**config.mk**
```make
export PLATFORM = sky130hd
export DESIGN_NAME = mrrc_parser
export DESIGN_NICKNAME = d
export VERILOG_FILES = /design/src/mrrc_pkg.sv /design/src/mrrc_parser.sv
export SDC_FILE = /design/constraint.sdc
export NUM_CORES = 1
export LEC_CHECK = 0
export BUFFER_PORTS_ARGS = -buffer_cell sky130_fd_sc_hd__buf_2
export CAP_MARGIN = 20
export CORE_MARGIN = 1
export CORE_UTILIZATION = 50
export DETAILED_ROUTE_END_ITERATION = 10
export GPL_TIMING_DRIVEN = 0
export PLACE_DENSITY = 0.81
export SYNTH_ARGS = -nofsm -noshare
export SYNTH_HDL_FRONTEND = slang
export SYNTH_SLANG_ARGS = --single-unit
```
**constraint.sdc**
```tcl
create_clock -name i_clk -period 11.3 [get_ports i_clk]
set_input_delay 1.13 -clock i_clk [delete_from_list [all_inputs] [get_ports i_clk]]
set_output_delay 1.13 -clock i_clk [all_outputs]
set_load 0.01 [all_outputs]
```
**src/mrrc_pkg.sv**
```systemverilog
// Shared types, constants and the CRC-16 byte update for the Modbus read response checker.
`default_nettype none

package mrrc_pkg;

    // One input word: a received byte or one time tick.
    typedef struct packed {
        logic       req_type;
        logic [7:0] rx_byte;
    } t_in;

    // One result word: raw reading and frame status.
    typedef struct packed {
        logic [31:0] reading;
        logic [1:0]  status;
    } t_out;

    // Input word kinds.
    localparam logic REQ_BYTE = 1'b0;
    localparam logic REQ_TICK = 1'b1;

    // Result status codes.
    localparam logic [1:0] STATUS_OK   = 2'd0;
    localparam logic [1:0] STATUS_CRC  = 2'd1;
    localparam logic [1:0] STATUS_TIME = 2'd2;

    // Configuration register indexes.
    localparam int unsigned CFG_INDEX_W = 2;
    localparam logic [CFG_INDEX_W-1:0] CFG_ADDRESS  = 2'd0;
    localparam logic [CFG_INDEX_W-1:0] CFG_FUNCTION = 2'd1;
    localparam logic [CFG_INDEX_W-1:0] CFG_TIMEOUT  = 2'd2;
    localparam int unsigned CFG_DATA_W = 16;

    // Configuration reset values.
    localparam logic [7:0]  RST_ADDRESS  = 8'h01;
    localparam logic [7:0]  RST_FUNCTION = 8'h03;
    localparam logic [15:0] RST_TIMEOUT  = 16'd500;

    // Frame phases: the number of bytes taken so far.
    localparam logic [3:0] PH_IDLE   = 4'd0;
    localparam logic [3:0] PH_FUNC   = 4'd1;
    localparam logic [3:0] PH_COUNT  = 4'd2;
    localparam logic [3:0] PH_DATA0  = 4'd3;
    localparam logic [3:0] PH_DATA1  = 4'd4;
    localparam logic [3:0] PH_DATA2  = 4'd5;
    localparam logic [3:0] PH_DATA3  = 4'd6;
    localparam logic [3:0] PH_CRC_LO = 4'd7;
    localparam logic [3:0] PH_CRC_HI = 4'd8;

    // Frame constants.
    localparam logic [7:0]  BYTE_COUNT = 8'h04;
    localparam logic [15:0] CRC_POLY   = 16'hA001;
    localparam logic [15:0] CRC_INIT   = 16'hFFFF;
    localparam logic [15:0] TICKS_MAX  = 16'hFFFF;

    // Reflected CRC-16 update over one byte, one bit per step.
    function automatic logic [15:0] crc_feed(input logic [15:0] crc, input logic [7:0] b);
        logic [15:0] c;
        c = crc ^ {8'h00, b};
        for (int k = 0; k < 8; k++) begin
            if (c[0]) begin
                c = (c >> 1) ^ CRC_POLY;
            end else begin
                c = c >> 1;
            end
        end
        return c;
    endfunction

endpackage

`default_nettype wire

```
**src/mrrc_parser.sv**
```systemverilog
// Frame parser: phase counter, running CRC, data shifter and tick counter.
`default_nettype none

module mrrc_parser (
    input  wire logic               i_clk,
    input  wire logic               i_rst_n,
    input  wire logic               i_accept,
    input  wire mrrc_pkg::t_in      i_item,
    input  wire logic [7:0]         i_exp_address,
    input  wire logic [7:0]         i_exp_function,
    input  wire logic [15:0]        i_timeout_ticks,
    output logic                    o_res_valid,
    output mrrc_pkg::t_out          o_res
);

    logic [3:0]  r_phase,   n_phase;
    logic [15:0] r_crc,     n_crc;
    logic [31:0] r_shift,   n_shift;
    logic [7:0]  r_crc_lo,  n_crc_lo;
    logic [15:0] r_ticks,   n_ticks;

    logic [15:0] ticks_inc;
    logic [15:0] crc_next;
    logic        crc_good;

    // Saturating tick count and the CRC after the current byte.
    assign ticks_inc = (r_ticks == mrrc_pkg::TICKS_MAX) ? r_ticks : r_ticks + 16'd1;
    assign crc_next  = mrrc_pkg::crc_feed(r_crc, i_item.rx_byte);
    assign crc_good  = (r_crc_lo == r_crc[7:0]) && (i_item.rx_byte == r_crc[15:8]);

    // Next state and result for one accepted word.
    always_comb begin
        n_phase     = r_phase;
        n_crc       = r_crc;
        n_shift     = r_shift;
        n_crc_lo    = r_crc_lo;
        n_ticks     = r_ticks;
        o_res_valid = 1'b0;
        o_res       = '0;
        if (i_accept) begin
            if (r_phase == mrrc_pkg::PH_IDLE || r_phase > mrrc_pkg::PH_CRC_HI) begin
                // Hunt for the address byte; ticks are ignored while idle.
                if (i_item.req_type == mrrc_pkg::REQ_BYTE &&
                    i_item.rx_byte == i_exp_address) begin
                    n_phase  = mrrc_pkg::PH_FUNC;
                    n_crc    = mrrc_pkg::crc_feed(mrrc_pkg::CRC_INIT, i_item.rx_byte);
                    n_shift  = '0;
                    n_crc_lo = '0;
                    n_ticks  = '0;
                end
            end else if (i_item.req_type == mrrc_pkg::REQ_TICK) begin
                // Count ticks inside the frame and abandon it once over the limit.
                n_ticks = ticks_inc;
                if (ticks_inc > i_timeout_ticks) begin
                    n_phase        = mrrc_pkg::PH_IDLE;
                    n_crc          = mrrc_pkg::CRC_INIT;
                    n_shift        = '0;
                    n_crc_lo       = '0;
                    n_ticks        = '0;
                    o_res_valid    = 1'b1;
                    o_res.reading  = '0;
                    o_res.status   = mrrc_pkg::STATUS_TIME;
                end
            end else begin
                case (r_phase)
                    mrrc_pkg::PH_FUNC, mrrc_pkg::PH_COUNT: begin
                        // Header bytes: a mismatch drops the frame silently.
                        if ((r_phase == mrrc_pkg::PH_FUNC &&
                             i_item.rx_byte != i_exp_function) ||
                            (r_phase == mrrc_pkg::PH_COUNT &&
                             i_item.rx_byte != mrrc_pkg::BYTE_COUNT)) begin
                            n_phase  = mrrc_pkg::PH_IDLE;
                            n_crc    = mrrc_pkg::CRC_INIT;
                            n_shift  = '0;
                            n_crc_lo = '0;
                            n_ticks  = '0;
                        end else begin
                            n_crc   = crc_next;
                            n_phase = r_phase + 4'd1;
                        end
                    end
                    mrrc_pkg::PH_DATA0, mrrc_pkg::PH_DATA1,
                    mrrc_pkg::PH_DATA2, mrrc_pkg::PH_DATA3: begin
                        n_shift = {r_shift[23:0], i_item.rx_byte};
                        n_crc   = crc_next;
                        n_phase = r_phase + 4'd1;
                    end
                    mrrc_pkg::PH_CRC_LO: begin
                        n_crc_lo = i_item.rx_byte;
                        n_phase  = mrrc_pkg::PH_CRC_HI;
                    end
                    default: begin
                        // Last byte: compare the CRC and hand out the reading.
                        o_res_valid   = 1'b1;
                        o_res.reading = r_shift;
                        o_res.status  = crc_good ? mrrc_pkg::STATUS_OK : mrrc_pkg::STATUS_CRC;
                        n_phase       = mrrc_pkg::PH_IDLE;
                        n_crc         = mrrc_pkg::CRC_INIT;
                        n_shift       = '0;
                        n_crc_lo      = '0;
                        n_ticks       = '0;
                    end
                endcase
            end
        end
    end

    // Frame state registers.
    always_ff @(posedge i_clk) begin
        if (!i_rst_n) begin
            r_phase  <= mrrc_pkg::PH_IDLE;
            r_crc    <= mrrc_pkg::CRC_INIT;
            r_shift  <= '0;
            r_crc_lo <= '0;
            r_ticks  <= '0;
        end else begin
            r_phase  <= n_phase;
            r_crc    <= n_crc;
            r_shift  <= n_shift;
            r_crc_lo <= n_crc_lo;
            r_ticks  <= n_ticks;
        end
    end

endmodule

`default_nettype wire

```
==> results.yml, run 1 <==
worst_setup_path:
  required_ps: 10170
  crit_path_start: "r_ticks[0]$_SDFFE_PN0P_"
  path_class: "register to output pin"
  cp.arrival_ps: 4300
  r2r_slack_ps: 6990
  endpoint_kind: "output pin"
  cp-start-kind: "register"
  r2r_start: "r_ticks[0]$_SDFFE_PN0P_"
  cp_max_fo: 7
power_and_ir_drop:
  p_int_w: 0.0003770
  p_sw_w: 0.0001416
  clockPowerShare_pct: 35.8
  power_density_nw_per_um2: 88.84
  p_sw_share_pct: 27.31
  combPwrFrac_pct: 12.5
  max-vdd-ir-drop_v: 0.00005953
  total_leakage_power_nw: 2.386
  power_frac_seq_pct: 51.7
sta:
  slew_headroom_pct: 45.58
  finalSetupViolCount: 0
  tightest_slew_ps: 811.9
  finalHoldViolations: 0
  period_needed_ps: 5430
  fin_tns_setup_ps: 0
  fin_hold_ws_ps: 474.4
  finClkSkew_ps: 7.113
  max_freq_mhz: 184.2
  drv_slew: 0
  period_share_pct: 48.05
  rsz0062_at_grt: "no"
route:
  drt_wl_total_um: 13040
  dr.pass1.iters: 5
  vias: 4863
  drc: 0
  viasPerCell: 5.655
  antenna_left: 0
  dr.first_iter.drc_count: 300
  routedWlPerCell_um: 15.17
cts:
  h-tree-depth: 3
  clk_pin_slew_ps: 80
  cts_buffers: 9
  clockBufferDepth: 2
  cts_tree: "built"
  root_buffer: "clkbuf_8"
  post-cts-setup-buffer-count: 0
  cts_resized: 0
  cts.sinks: 76
  clk_latency_ps: 350
  cts_hold_buffers: 0
global_route:
  grt_usage_pct: 25.18
  grt_pass1_vias: 4851
  grt_pass1_wl_um: 22300
  overflow: 0
  grt_max_degree: 15
  grt_antenna_before_repair: 0
synthesis:
  async_flop_share_pct: 0
  synth_top_area_share_pct: 29.52
  synth_cell_types: 62
  syn_nets: 711
  ys_top_cells_by_area: "dfxtp_1 (30%), xnor2_1 (9.9%), ha_1 (6.1%)"
  syn_area_per_cell_um2: 8.028
  syn_inst: 642
  yosysWarnings: 0
  synth-seq-area-share_pct: 29.52
  synthFlopType: "dfxtp_1"
  yosys-top-cells-count: "nand2_1 (83), dfxtp_1 (76), xnor2_1 (58)"
  syn_area_um2: 5154
  post-synth-top-count-cell: "nand2_1"
  synth-seq-cells: 76
  synth_edf_count: 0
  yosys.area.top_type: "dfxtp_1"
layout:
  nNetsFinal: 791
  design_area_um2: 5838
  areaGrowthSynthToFinish_pct: 13.28
  layout.cells.non_filler: 860
  drive_above_1_share_pct: 18.57
  diodes: 0
job:
  drv_cap: 0
placed_design:
  place_hpwl_um: 10120
  place_congestion: 0.9029
  dp.cells: 844
  io_buffers: 69
  dpl-instance-area_um2: 5665
floorplan:
  die_h_um: 103.5
  initial_core_util_pct: 52.25
  io_pins: 79
  core_um2: 9864
  die_w_um: 103.5
  rows: 36
  dieArea_um2: 10720
min_path:
  hp-start: "r_shift[18]$_SDFFE_PN0P_"
  hp-class: "register to register"
outcome:
  outcome: "finished, final reports clean"
[layout by cell type (no fill, tap or decap), types with 20 or more instances in the layout]
cell	Yosys	layout
nand2_1	83	83
buf_2	10	79
dfxtp_1	76	76
xnor2_1	58	58
nand3_1	53	53
o21ai_0	46	46
and2_1	34	34
inv_1	28	28
ha_1	25	25
clkbuf_1	20	20
a21oi_1	20	20
[critical path: stages, from the launching register on]
cell      delay [ps]
dfxtp_1          440
ha_1             290
nand3_1          120
nor2_1           240
nand3_1          260
nand2_1          320
nor2_1           110
xor2_1           160
ha_1             290
and3_1           190
a221oi_2         280
o22ai_1          150
o31a_2           440
and3_1           230
or2_2            270
buf_2            140
[state kept, by name, summed over array words and instances (netlist names)]
name,count
r_crc,16
r_crc_lo,8
r_shift,32
r_ticks,16
r_phase,4
[layer usage]
layer / track usage, % / vias up / wire (um)
li1: - / 2377 / -
met1: 30.60 / 2315 / 5567
met2: 43.72 / 145 / 6394
met3: 4.720 / 26 / 718
met4: 9.938 / 0 / 362
met5: 0 / - / 0
[through the flow]
stage                     setup WS, ps  power (W)  utilization, %
final                             5870  0.0005186           59.18
after global routing              5511  0.0005378           59.18
after CTS                         5901  0.0005198           59.18
after detailed placement          6298  0.0003381           57.43
after global placement            6421  0.0003359           57.43
after floorplan                   6902  0.0003204               -
[final timing paths]
| check | to | cells past startpoint |
|---|---|---|
| max | o_res_valid | 15 |
| min reg2reg | r_shift[26]$_SDFFE_PN0P_ | 2 |
| max reg2reg | r_crc[12]$_SDFFE_PN1P_ | 16 |
| min | r_shift[26]$_SDFFE_PN0P_ | 2 |
[area by class of cell]
cell class	instances	area (um^2)
inverters	28	105.1
flip-flops and latches	76	1521
fillers	859	4026
plain buffers	44	250.2
clock buffers	9	123.9
well taps	133	166.4
multi-input cells	494	3277
repair buffers	69	345.3
clock inverters	7	48.80
[cells by family (layout without fill, tap and decap cells)]
| kind of cell | count (synthesis) | in the layout | share of synthesized area, % |
|---|---|---|---|
| mux | 13 | 13 | 2.598 |
| flops | 76 | 76 | 29.52 |
| simple gates | 261 | 261 | 26.39 |
| xor+xnor | 78 | 78 | 13.98 |
| fa+ha+maj | 25 | 25 | 6.069 |
| buf+inv | 72 | 157 | 6.895 |
| compound gates | 117 | 117 | 14.54 |
[power groups by stage]
stage	Combinational [W]	Sequential [W]	Clock, W
2_1_floorplan	0.0000462	0.000274	0
3_3_place_gp	0.0000616	0.000274	0
3_5_place_dp	0.0000638	0.000274	0
4_1_cts	0.0000643	0.000268	0.000188
5_1_grt	0.0000712	0.000268	0.000199
6_report	0.0000648	0.000268	0.000186
(Power assumes the default switching activity.)
==> run 2, diff against run 1 <==
==> constraint.sdc (replaced) <==
create_clock -name i_clk -period 5 [get_ports i_clk]
set_input_delay 0.5 -clock i_clk [delete_from_list [all_inputs] [get_ports i_clk]]
set_output_delay 0.5 -clock i_clk [all_outputs]
set_load 0.01 [all_outputs]
==> run 2 against run 1 <==
Against the previous run: wire length grew 0.44%; utilization is 0.15 points higher; cell count unchanged; worst setup slack got worse by 5500 ps; critical path type unchanged; critical endpoint unchanged; largest cell class unchanged; highest routed layer unchanged.
==> results.yml, run 2 (same netlist as run 1, synthesis figures left out) <==
route:
  dr_wl_met2_um: 6439
  vias: 4851
  dr.pass1.iters: 5
  top_layer_used: "met4"
  routedWlPerCell_um: 15.23
  viasPerCell: 5.641
  antenna_left: 0
  drt_wl_total_um: 13100
  dr_wl_met3_um: 691
  dr.first_iter.drc_count: 319
  drc: 0
  drt-met1-wl_um: 5574
sta:
  tightest_slew_ps: 798.0
  finalSetupViolCount: 0
  slew_headroom_pct: 46.51
  fin_tns_setup_ps: 0
  finalHoldViolations: 0
  rsz0062_at_grt: "no"
  period_share_pct: 93.42
  period_needed_ps: 4671
  max_freq_mhz: 214.1
  finClkSkew_ps: 7.171
  drv_slew: 0
cts:
  clk_latency_ps: 350
  cts.sinks: 76
  cts_buffers: 9
  clk_pin_slew_ps: 80
  clockBufferDepth: 2
  cts_hold_buffers: 0
  h-tree-depth: 3
  root_buffer: "clkbuf_8"
  post-cts-setup-buffer-count: 0
  cts_resized: 0
  cts_tree: "built"
placed_design:
  place_hpwl_um: 10120
  place_congestion: 0.9029
  io_buffers: 69
  dpl-instance-area_um2: 5665
power_and_ir_drop:
  p_sw_w: 0.0003199
  p_sw_share_pct: 27.30
  combPwrFrac_pct: 12.5
  total_leakage_power_nw: 2.386
  power_w: 0.001172
  clockPowerShare_pct: 35.8
  max-vdd-ir-drop_v: 0.0001342
  power_density_nw_per_um2: 200.2
  power_frac_seq_pct: 51.7
  p_int_w: 0.0008520
worst_setup_path:
  r2r_start: "r_ticks[2]$_SDFFE_PN0P_"
  cp-start-kind: "register"
  cp_max_fo: 8
  worstReg2RegEnd: "r_crc[12]$_SDFFE_PN1P_"
  endpoint_kind: "output pin"
  path_class: "register to output pin"
  r2r_slack_ps: 820
  cp-endpoint: "o_res_valid"
  r2r_cells: 16
  required_ps: 4500
  crit_path_start: "r_ticks[2]$_SDFFE_PN0P_"
  cp.arrival_ps: 4170
global_route:
  overflow: 0
  grt_usage_pct: 25.18
  grt_pass1_vias: 4851
  grt_max_degree: 15
  grt_pass1_wl_um: 22300
  grt_antenna_before_repair: 0
layout:
  diodes: 0
  layout_commonest_cell: "nand2_1"
  drive_above_1_share_pct: 19.12
  mostFrequentLayoutCells: "nand2_1 (82), buf_2 (79), dfxtp_1 (76), xnor2_1 (58), nand3_1 (52)"
  areaGrowthSynthToFinish_pct: 13.57
  reg.largest.list: "r_shift (32), r_crc (16), r_ticks (16)"
  nNetsFinal: 791
  largest_reg_flops: 32
  regMostFlops: "r_shift"
  design_area_um2: 5853
floorplan:
  dieArea_um2: 10720
  rows: 36
  die_w_um: 103.5
  io_pins: 79
  initial_core_util_pct: 52.25
  core_um2: 9864
  die_h_um: 103.5
min_path:
  hp-class: "input pin to register"
job:
  drv_cap: 0
outcome:
  outcome: "finished, final reports clean"
## run 2: per-layer routing
metal,up-vias,track usage (%)
met3,30,4.720
li1,2380,-
met2,128,43.72
met1,2313,30.60
met5,-,0
met4,0,9.938
## run 2: final cells by class
type | count | area [um^2]
sequential | 76 | 1521
clock inverter | 7 | 48.80
timing repair buffer | 69 | 345.3
fill | 859 | 4011
clock buffer | 9 | 123.9
multi-input combinational | 494 | 3292
buffer | 44 | 250.2
inverter | 28 | 105.1
tap | 133 | 166.4
## run 2: stage by stage
step	setup slack, ps	hold WS, ps	utilization [%]	instances
final	329.2	428.4	59.34	860
after CTS	231.5	416.1	59.18	860
after global placement	750.7	446.0	57.43	844
after detailed placement	627.8	463.1	57.43	844
after global routing	36.18	418.3	59.34	860
after floorplan	1232	435.3	-	642
## run 2: how the worst min path moves through the flow
stage	start	to	slack [ps]	cells past startpoint
floorplan	r_shift[24]$_SDFFE_PN0P_	r_shift[24]$_SDFFE_PN0P_	440	2
global placement	r_shift[30]$_SDFFE_PN0P_	r_shift[30]$_SDFFE_PN0P_	450	2
detailed placement	r_shift[24]$_SDFFE_PN0P_	r_shift[24]$_SDFFE_PN0P_	460	2
CTS	i_item[5]	r_shift[5]$_SDFFE_PN0P_	420	3
global route	i_item[5]	r_shift[5]$_SDFFE_PN0P_	420	3
finish	i_item[5]	r_shift[5]$_SDFFE_PN0P_	430	3
## run 2: worst max-delay path: stages, from the launching register on
cell and delay, ps:
dfxtp_1 310, clkbuf_2 190, and4_1 240, nand4_1 260, nor3_2 310, nor2_1 160
nand3_1 170, xnor2_1 180, ha_1 300, and3_1 180, a221oi_2 290, o22ai_1 150
o31a_2 440, and3_1 230, or2_2 270, buf_2 140
## run 2: power by group through the flow
stage / combinational [W] / sequential [W] / clock (W)
after floorplan: 0.000104 / 0.000620 / 0
after detailed placement: 0.000144 / 0.000620 / 0
after global routing: 0.000161 / 0.000606 / 0.000449
final: 0.000146 / 0.000606 / 0.000420
after CTS: 0.000145 / 0.000606 / 0.000424
after global placement: 0.000139 / 0.000620 / 0
